## src/rtl/core/rrsp_pkg.sv

```systemverilog
package rrsp_pkg;

	// Parser phases
	typedef enum logic [2:0] {
		PH_TYPE,
		PH_TEXT,
		PH_NUM_FIRST,
		PH_NUM_REST,
		PH_BULK
	} phase_t;

	// Item types opened by a type byte
	typedef enum logic [2:0] {
		IT_NONE,
		IT_ERROR,
		IT_STATUS,
		IT_INTEGER,
		IT_BULK,
		IT_ARRAY
	} item_t;

	// Event kinds
	localparam logic [3:0] EV_PAYLOAD    = 4'd0;
	localparam logic [3:0] EV_STATUS_END = 4'd1;
	localparam logic [3:0] EV_ERROR_END  = 4'd2;
	localparam logic [3:0] EV_INTEGER    = 4'd3;
	localparam logic [3:0] EV_BULK_START = 4'd4;
	localparam logic [3:0] EV_BULK_END   = 4'd5;
	localparam logic [3:0] EV_NIL        = 4'd6;
	localparam logic [3:0] EV_ARRAY      = 4'd7;
	localparam logic [3:0] EV_FAULT      = 4'd8;

	// Fault codes
	localparam logic [1:0] FLT_NONE      = 2'd0;
	localparam logic [1:0] FLT_BAD_TYPE  = 2'd1;
	localparam logic [1:0] FLT_TOO_DEEP  = 2'd2;
	localparam logic [1:0] FLT_TOO_LARGE = 2'd3;

	// Protocol bytes
	localparam logic [7:0] CH_MINUS = 8'h2d;
	localparam logic [7:0] CH_PLUS  = 8'h2b;
	localparam logic [7:0] CH_COLON = 8'h3a;
	localparam logic [7:0] CH_DOLLAR = 8'h24;
	localparam logic [7:0] CH_STAR  = 8'h2a;
	localparam logic [7:0] CH_CR    = 8'h0d;
	localparam logic [7:0] CH_LF    = 8'h0a;
	localparam logic [7:0] CH_ZERO  = 8'h30;
	localparam logic [7:0] CH_NINE  = 8'h39;

	// Largest bulk length whose byte count still fits 33 bits
	localparam logic [63:0] BULK_LEN_MAX = 64'h0000_0001_ffff_fffd;

	// Received byte with its classification
	typedef struct packed {
		logic [7:0] data;
		logic       digit;
		logic       cr;
		logic       lf;
	} cls_t;

	// One result event
	typedef struct packed {
		logic [3:0]  kind;
		logic [7:0]  data;
		logic [63:0] value;
		logic [3:0]  depth;
		logic        done;
		logic [1:0]  fault;
		logic        last;
	} event_t;

endpackage

```

## src/rtl/core/resp_reply_stream_parser.sv

```systemverilog
// Streaming parser for RESP2 replies. Bytes enter through a two-entry queue
// (push/full), and a byte is taken every clock while the four-entry event
// queue (empty/pop) has room for two more events; one byte yields at most
// two events, the last one carrying last. A close that pops several finished
// arrays is settled in the same cycle by a search over the MAX_DEPTH stack
// levels. After a protocol fault every later byte is consumed silently until
// reset.
module resp_reply_stream_parser
	import rrsp_pkg::*;
#(
	parameter int MAX_DEPTH  = 8,
	parameter int COUNT_BITS = 32
)
(
	input  logic        clk,
	input  logic        arst_n,
	input  logic        push,
	output logic        full,
	input  logic [7:0]  rx_byte,
	output logic        empty,
	input  logic        pop,
	output logic [3:0]  event_kind,
	output logic [7:0]  data_byte,
	output logic signed [63:0] value,
	output logic [3:0]  depth,
	output logic        reply_done,
	output logic [1:0]  fault_code,
	output logic        last
);

	logic       cls_valid;
	cls_t       cls_item;
	logic       cls_take;
	logic       room;
	logic [1:0] ev_count;
	event_t     ev0;
	event_t     ev1;
	event_t     head;

	rrsp_front u_front (
		.clk       (clk),
		.arst_n    (arst_n),
		.push      (push),
		.full      (full),
		.rx_byte   (rx_byte),
		.cls_valid (cls_valid),
		.cls_item  (cls_item),
		.cls_take  (cls_take)
	);

	rrsp_exec #(
		.MAX_DEPTH  (MAX_DEPTH),
		.COUNT_BITS (COUNT_BITS)
	) u_exec (
		.clk       (clk),
		.arst_n    (arst_n),
		.cls_valid (cls_valid),
		.cls_item  (cls_item),
		.cls_take  (cls_take),
		.out_room  (room),
		.ev_count  (ev_count),
		.ev0       (ev0),
		.ev1       (ev1)
	);

	rrsp_outq u_outq (
		.clk      (clk),
		.arst_n   (arst_n),
		.ev_count (ev_count),
		.ev0      (ev0),
		.ev1      (ev1),
		.room     (room),
		.empty    (empty),
		.pop      (pop),
		.head     (head)
	);

	assign event_kind = head.kind;
	assign data_byte  = head.data;
	assign value      = head.value;
	assign depth      = head.depth;
	assign reply_done = head.done;
	assign fault_code = head.fault;
	assign last       = head.last;

endmodule

```

## src/rtl/core/rrsp_front.sv

```systemverilog
module rrsp_front
	import rrsp_pkg::*;
(
	input  logic       clk,
	input  logic       arst_n,
	input  logic       push,
	output logic       full,
	input  logic [7:0] rx_byte,
	output logic       cls_valid,
	output cls_t       cls_item,
	input  logic       cls_take
);

	cls_t       mem_q [2];
	logic       wp_q;
	logic       rp_q;
	logic [1:0] cnt_q;
	logic       wr;
	logic       rd;
	cls_t       cls_new;

	// Classify the incoming byte
	always_comb begin
		cls_new.data  = rx_byte;
		cls_new.digit = (rx_byte >= CH_ZERO) && (rx_byte <= CH_NINE);
		cls_new.cr    = (rx_byte == CH_CR);
		cls_new.lf    = (rx_byte == CH_LF);
	end

	assign full      = (cnt_q == 2'd2);
	assign wr        = push && !full;
	assign cls_valid = (cnt_q != 2'd0);
	assign rd        = cls_take && cls_valid;
	assign cls_item  = mem_q[rp_q];

	// Store classified bytes
	always_ff @(posedge clk) begin
		if (wr) begin
			mem_q[wp_q] <= cls_new;
		end
	end

	// Advance pointers and count
	always_ff @(posedge clk or negedge arst_n) begin
		if (!arst_n) begin
			wp_q  <= 1'b0;
			rp_q  <= 1'b0;
			cnt_q <= 2'd0;
		end else begin
			if (wr) begin
				wp_q <= ~wp_q;
			end
			if (rd) begin
				rp_q <= ~rp_q;
			end
			cnt_q <= cnt_q + {1'b0, wr} - {1'b0, rd};
		end
	end

endmodule

```

## src/rtl/core/rrsp_exec.sv

```systemverilog
module rrsp_exec
	import rrsp_pkg::*;
#(
	parameter int MAX_DEPTH  = 8,
	parameter int COUNT_BITS = 32
)
(
	input  logic       clk,
	input  logic       arst_n,
	input  logic       cls_valid,
	input  cls_t       cls_item,
	output logic       cls_take,
	input  logic       out_room,
	output logic [1:0] ev_count,
	output event_t     ev0,
	output event_t     ev1
);

	localparam int SP_W  = $clog2(MAX_DEPTH + 1);
	localparam int IDX_W = (MAX_DEPTH > 1) ? $clog2(MAX_DEPTH) : 1;

	phase_t            phase_q, phase_d;
	item_t             type_q, type_d;
	logic              cr_q, cr_d;
	logic [63:0]       acc_q, acc_d;
	logic              sign_q, sign_d;
	logic              bad_q, bad_d;
	logic              closed_q, closed_d;
	logic [32:0]       bulk_q, bulk_d;
	logic [SP_W-1:0]   sp_q, sp_d;
	logic              err_q, err_d;
	logic [COUNT_BITS-1:0] rem_q [MAX_DEPTH];
	logic [MAX_DEPTH-1:0]  one_q;

	logic              fire;
	logic [7:0]        b;
	logic [3:0]        dep;
	logic              found;
	logic [IDX_W-1:0]  top_idx;
	logic              close_en;
	logic              push_en;
	logic [63:0]       num_v;
	logic [32:0]       bulk_dec;
	logic [63:0]       acc_x10;
	event_t            e0, e1;
	logic [1:0]        n;

	assign fire     = cls_valid && out_room;
	assign cls_take = fire;
	assign b        = cls_item.data;
	assign dep      = 4'(sp_q);
	assign acc_x10  = (acc_q << 3) + (acc_q << 1) + {56'd0, b - CH_ZERO};
	assign bulk_dec = bulk_q - 33'd1;

	// Decode the finished number
	always_comb begin
		if (bad_q) begin
			num_v = '1;
		end else if (sign_q) begin
			num_v = 64'd0 - acc_q;
		end else begin
			num_v = acc_q;
		end
	end

	// Search the stack for the innermost level that stays open after a close
	always_comb begin
		found   = 1'b0;
		top_idx = '0;
		for (int i = 0; i < MAX_DEPTH; i++) begin
			if ((SP_W'(i) < sp_q) && !one_q[i]) begin
				found   = 1'b1;
				top_idx = IDX_W'(i);
			end
		end
	end

	// Step the parser by one byte
	always_comb begin
		phase_d  = phase_q;
		type_d   = type_q;
		cr_d     = cr_q;
		acc_d    = acc_q;
		sign_d   = sign_q;
		bad_d    = bad_q;
		closed_d = closed_q;
		bulk_d   = bulk_q;
		err_d    = err_q;
		close_en = 1'b0;
		push_en  = 1'b0;
		e0       = '0;
		e1       = '0;
		n        = 2'd0;
		e0.depth = dep;
		e1.depth = dep;
		if (fire && !err_q) begin
			unique case (phase_q)
				PH_TYPE: begin
					cr_d     = 1'b0;
					acc_d    = '0;
					sign_d   = 1'b0;
					bad_d    = 1'b0;
					closed_d = 1'b0;
					unique case (b)
						CH_MINUS: begin
							type_d  = IT_ERROR;
							phase_d = PH_TEXT;
						end
						CH_PLUS: begin
							type_d  = IT_STATUS;
							phase_d = PH_TEXT;
						end
						CH_COLON: begin
							type_d  = IT_INTEGER;
							phase_d = PH_NUM_FIRST;
						end
						CH_DOLLAR: begin
							type_d  = IT_BULK;
							phase_d = PH_NUM_FIRST;
						end
						CH_STAR: begin
							if (sp_q >= SP_W'(MAX_DEPTH)) begin
								err_d    = 1'b1;
								e0.kind  = EV_FAULT;
								e0.fault = FLT_TOO_DEEP;
								n        = 2'd1;
							end else begin
								type_d  = IT_ARRAY;
								phase_d = PH_NUM_FIRST;
							end
						end
						default: begin
							err_d    = 1'b1;
							e0.kind  = EV_FAULT;
							e0.fault = FLT_BAD_TYPE;
							n        = 2'd1;
						end
					endcase
				end
				PH_TEXT: begin
					if (cr_q) begin
						if (cls_item.lf) begin
							cr_d     = 1'b0;
							phase_d  = PH_TYPE;
							e0.kind  = (type_q == IT_ERROR) ? EV_ERROR_END : EV_STATUS_END;
							e0.done  = !found;
							close_en = 1'b1;
							n        = 2'd1;
						end else begin
							e0.kind = EV_PAYLOAD;
							e0.data = CH_CR;
							n       = 2'd1;
							if (!cls_item.cr) begin
								cr_d    = 1'b0;
								e1.kind = EV_PAYLOAD;
								e1.data = b;
								n       = 2'd2;
							end
						end
					end else if (cls_item.cr) begin
						cr_d = 1'b1;
					end else begin
						e0.kind = EV_PAYLOAD;
						e0.data = b;
						n       = 2'd1;
					end
				end
				PH_NUM_FIRST: begin
					phase_d = PH_NUM_REST;
					if (cls_item.cr) begin
						closed_d = 1'b1;
						cr_d     = 1'b1;
					end else if (b == CH_MINUS) begin
						sign_d = 1'b1;
					end else if (cls_item.digit) begin
						acc_d = {56'd0, b - CH_ZERO};
					end else if (b != CH_PLUS) begin
						bad_d = 1'b1;
					end
				end
				PH_NUM_REST: begin
					if (cr_q && cls_item.lf) begin
						phase_d = PH_TYPE;
						cr_d    = 1'b0;
						e0.value = num_v;
						n        = 2'd1;
						if (type_q == IT_INTEGER) begin
							e0.kind  = EV_INTEGER;
							e0.done  = !found;
							close_en = 1'b1;
						end else if (type_q == IT_BULK) begin
							if (num_v[63]) begin
								e0.kind  = EV_NIL;
								e0.done  = !found;
								close_en = 1'b1;
							end else if (num_v > BULK_LEN_MAX) begin
								err_d    = 1'b1;
								e0.kind  = EV_FAULT;
								e0.fault = FLT_TOO_LARGE;
								e0.value = '0;
							end else begin
								bulk_d  = num_v[32:0] + 33'd2;
								phase_d = PH_BULK;
								e0.kind = EV_BULK_START;
							end
						end else begin
							if (num_v == '1) begin
								e0.kind  = EV_NIL;
								e0.done  = !found;
								close_en = 1'b1;
							end else if (num_v[63] || (num_v == '0)) begin
								e0.kind  = EV_ARRAY;
								e0.done  = !found;
								close_en = 1'b1;
							end else if ((sp_q >= SP_W'(MAX_DEPTH))
								|| (num_v[63:COUNT_BITS] != '0)) begin
								err_d    = 1'b1;
								e0.kind  = EV_FAULT;
								e0.fault = (sp_q >= SP_W'(MAX_DEPTH)) ?
									FLT_TOO_DEEP : FLT_TOO_LARGE;
								e0.value = '0;
							end else begin
								e0.kind = EV_ARRAY;
								push_en = 1'b1;
							end
						end
					end else begin
						cr_d = cls_item.cr;
						if (cls_item.cr) begin
							closed_d = 1'b1;
						end else if (!closed_q && !bad_q) begin
							if (cls_item.digit) begin
								acc_d = acc_x10;
							end else begin
								bad_d = 1'b1;
							end
						end
					end
				end
				PH_BULK: begin
					if (bulk_q > 33'd2) begin
						e0.kind = EV_PAYLOAD;
						e0.data = b;
						n       = 2'd1;
					end
					bulk_d = bulk_dec;
					if (bulk_dec == '0) begin
						phase_d  = PH_TYPE;
						e0.kind  = EV_BULK_END;
						e0.data  = '0;
						e0.done  = !found;
						close_en = 1'b1;
						n        = 2'd1;
					end
				end
				default: begin
					phase_d = PH_TYPE;
				end
			endcase
		end
		// Mark the final event of this byte
		if (n == 2'd1) begin
			e0.last = 1'b1;
		end else if (n == 2'd2) begin
			e1.last = 1'b1;
		end
	end

	// Close or open stack levels
	always_comb begin
		sp_d = sp_q;
		if (close_en) begin
			sp_d = found ? SP_W'(top_idx) + SP_W'(1) : '0;
		end else if (push_en) begin
			sp_d = sp_q + SP_W'(1);
		end
	end

	assign ev_count = n;
	assign ev0      = e0;
	assign ev1      = e1;

	// Hold level counts
	always_ff @(posedge clk) begin
		if (close_en && found) begin
			rem_q[top_idx] <= rem_q[top_idx] - COUNT_BITS'(1);
			one_q[top_idx] <= (rem_q[top_idx] == COUNT_BITS'(2));
		end else if (push_en) begin
			rem_q[sp_q[IDX_W-1:0]] <= num_v[COUNT_BITS-1:0];
			one_q[sp_q[IDX_W-1:0]] <= (num_v[COUNT_BITS-1:0] == COUNT_BITS'(1));
		end
	end

	// Hold number accumulator and remaining bulk byte count
	always_ff @(posedge clk) begin
		acc_q  <= acc_d;
		bulk_q <= bulk_d;
	end

	// Advance control state
	always_ff @(posedge clk or negedge arst_n) begin
		if (!arst_n) begin
			phase_q  <= PH_TYPE;
			type_q   <= IT_NONE;
			cr_q     <= 1'b0;
			sign_q   <= 1'b0;
			bad_q    <= 1'b0;
			closed_q <= 1'b0;
			sp_q     <= '0;
			err_q    <= 1'b0;
		end else begin
			phase_q  <= phase_d;
			type_q   <= type_d;
			cr_q     <= cr_d;
			sign_q   <= sign_d;
			bad_q    <= bad_d;
			closed_q <= closed_d;
			sp_q     <= sp_d;
			err_q    <= err_d;
		end
	end

endmodule

```

## src/rtl/core/rrsp_outq.sv

```systemverilog
module rrsp_outq
	import rrsp_pkg::*;
(
	input  logic       clk,
	input  logic       arst_n,
	input  logic [1:0] ev_count,
	input  event_t     ev0,
	input  event_t     ev1,
	output logic       room,
	output logic       empty,
	input  logic       pop,
	output event_t     head
);

	event_t     mem_q [4];
	logic [1:0] wp_q;
	logic [1:0] rp_q;
	logic [2:0] cnt_q;
	logic       rd;

	assign room  = (cnt_q <= 3'd2);
	assign empty = (cnt_q == 3'd0);
	assign rd    = pop && !empty;
	assign head  = mem_q[rp_q];

	// Write up to two events
	always_ff @(posedge clk) begin
		if (ev_count != 2'd0) begin
			mem_q[wp_q] <= ev0;
		end
		if (ev_count == 2'd2) begin
			mem_q[wp_q + 2'd1] <= ev1;
		end
	end

	// Advance pointers and count
	always_ff @(posedge clk or negedge arst_n) begin
		if (!arst_n) begin
			wp_q  <= '0;
			rp_q  <= '0;
			cnt_q <= '0;
		end else begin
			wp_q <= wp_q + ev_count;
			if (rd) begin
				rp_q <= rp_q + 2'd1;
			end
			cnt_q <= cnt_q + {1'b0, ev_count} - {2'b00, rd};
		end
	end

endmodule

```

## config.mk

```make
export PLATFORM = sky130hd
export DESIGN_NAME = resp_reply_stream_parser
export DESIGN_NICKNAME = d
export VERILOG_FILES = /design/src/rtl/core/rrsp_pkg.sv /design/src/rtl/core/resp_reply_stream_parser.sv /design/src/rtl/core/rrsp_front.sv /design/src/rtl/core/rrsp_exec.sv /design/src/rtl/core/rrsp_outq.sv
export SDC_FILE = /design/constraint.sdc
export NUM_CORES = 2
export LEC_CHECK = 0
export ABC_AREA = 1
export ABC_CLOCK_PERIOD_IN_PS = 8900
export BUFFER_PORTS_ARGS = -buffer_cell sky130_fd_sc_hd__buf_2
export CAP_MARGIN = 20
export CELL_PAD_IN_SITES_DETAIL_PLACEMENT = 2
export CELL_PAD_IN_SITES_GLOBAL_PLACEMENT = 2
export CORE_MARGIN = 2
export CORE_UTILIZATION = 35
export DETAILED_ROUTE_END_ITERATION = 12
export PLACE_DENSITY_LB_ADDON = 0.1
export SLEW_MARGIN = 20
export SYNTH_ARGS = -nofsm -noshare
export SYNTH_HDL_FRONTEND = slang
export SYNTH_SLANG_ARGS = --single-unit
```

## constraint.sdc

```tcl
create_clock -name clk -period 8.9 [get_ports clk]
set_input_delay 0 -clock clk [delete_from_list [all_inputs] [get_ports clk]]
set_output_delay 0 -clock clk [all_outputs]
set_load 0.01 [all_outputs]
```

==> impl_metrics.env <==
export IMPL_outcome="finished, final reports clean"
export IMPL_drive_gt1_share_pct=8.95
export IMPL_ctsHoldBuffers=13
export IMPL_dieHeight_um=351
export IMPL_floorplan_initialDensity_pct=35.2
export IMPL_synth_area_per_cell_um2=7.68
export IMPL_hold_path_class="in -> reg"
export IMPL_core_um2=120000
export IMPL_reg2reg_depth=25
export IMPL_slowest_delay_ns=0.77
export IMPL_maxSlewViolCount=0
export IMPL_syn_area_um2=42100
export IMPL_cts_path_max_buffers=3
export IMPL_detail_route_wl_per_cell_um=23.7
export IMPL_dp_slack_ns=2.24
export IMPL_drc=0
export IMPL_multi_input_area_um2=20000
export IMPL_area_delta_synth_final_pct=12.5
export IMPL_whs_path_depth=2
export IMPL_fmax_ghz=0.149
export IMPL_fin_crit_sh_pct=75.6
export IMPL_worst_path_stages=25
export IMPL_numClockSinks=745
export IMPL_ys_types=63
export IMPL_path_clk_slew_ns=0.06
export IMPL_ys_flop_type="edfxtp_1"
export IMPL_antenna_found_initial=1
export IMPL_port_buffers=97
export IMPL_die_width_um=351
export IMPL_gp_congestion=0.880
export IMPL_cts_setup_buffers=0
export IMPL_cp_common_cell="nand2_1"
export IMPL_cts_buffers_inserted=91
export IMPL_gr_usage_met2_pct=49.6
export IMPL_place_hpwl_mm=121
export IMPL_tritoncts="yes"
export IMPL_synth_seq_cells=745
export IMPL_synth_most_common_cell="nand2_1"
export IMPL_grt_pass1_vias=41900
export IMPL_skew_ns=0.0516
export IMPL_p_per_area_nw_per_um2=270
export IMPL_drt_iter0_drc=2321
export IMPL_overflow=0
export IMPL_drv_cap=0
export IMPL_vias=38500
export IMPL_placed_cell_area_um2=44100
export IMPL_final_seq_area_um2=19400
export IMPL_syn_num_nets=5635
export IMPL_synthTopCellsByArea="edfxtp_1 31%, nand2_1 15%, dfxtp_1 14%, nor2_1 6.9%, o21ai_0 5.2%"
export IMPL_synth_edff_count=435
export IMPL_netlist_instances=5480
export IMPL_io_pins=98
export IMPL_end_kind="flip-flop"
export IMPL_finalWirelength_mm=171
export IMPL_rsz0062_at_grt="no"
export IMPL_worst_endpoint_required_ns=9.32
export IMPL_fillers=13900
export IMPL_viasPerCell=5.33
export IMPL_layout_nets=5694
export IMPL_critPathMaxFanout=13
export IMPL_arrival_ns=7.14
export IMPL_yosys_area_top_type="edfxtp_1"
export IMPL_grt_max_degree=87
export IMPL_cts_root_buffer="clkbuf_16"
export IMPL_setup_slack_ns=2.18
export IMPL_std_cell_rows=127
export IMPL_tightestPinTransition_ns=1.23
export IMPL_top_usage_layer="met2"
export IMPL_htreeDepth=3
export IMPL_grt_usage_pct=27.7
export IMPL_startpoint_type="flip-flop"
export IMPL_critPathKind="reg -> reg"
export IMPL_design_area_um2=47300
export IMPL_antenna_left=0
export IMPL_use_met1_pct=35.7
export IMPL_finalHoldViolations=0
export IMPL_cp_buffers_inverters=4
export IMPL_p_leak_nw=20.3
export IMPL_synthArstFlopShare_pct=3.49
export IMPL_synth_common_cells="1724 x nand2_1, 775 x nor2_1, 435 x edfxtp_1"
export IMPL_die_area_um2=123000
export IMPL_firstDrtPassIters=5
export IMPL_yosys_area_top_type_share_pct=31.0
export IMPL_grt_pass1_wl_mm=261
export IMPL_clk_latency_ns=0.70
export IMPL_finalSetupViolCount=0
export IMPL_met3_usage_pct=2.89
export IMPL_critPathTopFamily="compound AO/OA/AOI/OAI gates"
export IMPL_slew_headroom_pct=18.0
export IMPL_ir_worst_vdd_mv=0.182
export IMPL_post_cts_resized=0
export IMPL_fin_crit_ns=6.72
export IMPL_ys_seq_area_share_pct=46.1
export IMPL_cpMaxStageDelayCell="o21ai_0"
export IMPL_ys_warn_count=0
export IMPL_tns_ns=0
-- through the flow --
| stage | total power [W] | cells | hold WS, ns | util (%) |
|---|---|---|---|---|
| 2_1_floorplan | 0.00694 | 5480 | -0.296 | - |
| 3_3_place_gp | 0.00882 | 7045 | 0.117 | 36.8 |
| 3_5_place_dp | 0.00891 | 7045 | 0.116 | 36.8 |
| 4_1_cts | 0.0129 | 7223 | 0.0689 | 39.5 |
| 5_1_grt | 0.0135 | 7223 | 0.0899 | 39.5 |
| 6_report | 0.0128 | 7224 | 0.128 | 39.6 |
-- flip-flops by register name, indices dropped and copies added (netlist names), 2 cells and up --
register and count:
u_outq.mem_q 336, u_front.cnt_q 2, u_exec.phase_q 3, u_exec.type_q 3
u_outq.rp_q 2, u_exec.one_q 8, u_outq.cnt_q 3, u_outq.wp_q 2
u_exec.acc_q 64, u_exec.rem_q 256, u_front.mem_q 22, u_exec.dep 4
u_exec.bulk_q 33
-- metal layers --
| metal | vias to the layer above | wire [µm] | part of all wire [%] |
|---|---|---|---|
| met5 | - | 0 | 0 |
| met4 | 0 | 3900 | 2.3 |
| met3 | 196 | 5340 | 3.1 |
| li1 | 18100 | - | - |
| met1 | 19600 | 76400 | 45 |
| met2 | 594 | 85400 | 50 |
-- cell type report --
| class | count | share of cell area (%) |
|---|---|---|
| repair buffers | 163 | 2.16 |
| clock buffers | 114 | 5.32 |
| diodes | 1 | 0.00529 |
| multi-input cells | 4065 | 42.2 |
| flip-flops and latches | 745 | 41.0 |
| inverters | 473 | 3.77 |
| clock inverters | 51 | 1.25 |
| well taps | 1612 | 4.26 |
-- cell families (layout without fill, tap and decap cells) --
family          count (synthesis)  in the layout  share of synthesized area, %
mux                             2              2                        0.0862
compound gates                853            853                          11.0
fa+ha+maj                     143            143                          4.38
xor+xnor                       84             84                          1.75
flops                         745            745                          46.1
buf+inv                       670            801                          6.73
other cells                     0              1                             0
simple gates                 2983           2983                          29.9
-- path summary, 6_finish.rpt --
check,startpoint,endpoint,slack (ns)
hold reg to reg,u_outq.mem_q[1][51],u_outq.mem_q[1][51],0.45
max in group asynchronous,arst_n,u_exec.dep[1],8.29
setup reg to reg,u_front.rp_q,u_exec.acc_q[58],2.18
hold / removal,rx_byte[7],u_front.mem_q[1][10],0.13
setup / recovery,u_front.rp_q,u_exec.acc_q[58],2.18
min in group asynchronous,arst_n,u_front.wp_q,0.39
-- cell usage in the layout, fill, tap and decap left out, types with 15 or more instances in the layout --
master	netlist	layout
nor2_1	775	768
nand2_1	1724	1724
o21ai_1	25	26
inv_1	432	430
clkbuf_16	0	94
buf_2	40	97
clkinv_1	10	25
o21ai_0	434	429
xor2_1	60	60
clkinv_2	0	15
nor2_2	41	44
edfxtp_1	435	435
a31oi_1	24	24
o22ai_1	107	106
dfrtp_1	26	23
buf_4	14	53
nand4_1	70	70
dfxtp_1	284	284
a21oi_1	195	194
ha_1	136	136
o211ai_1	15	15
nor2_4	42	46
nor3_1	47	46
xnor2_1	24	24
inv_2	29	30
nand3_1	185	185
-- power by group --
group	switching, W	internal, W
registers	0.000197	0.00380
logic	0.00357	0.00129
clock network	0.00162	0.00228
Note: power is estimated with default switching activity, not from simulation.
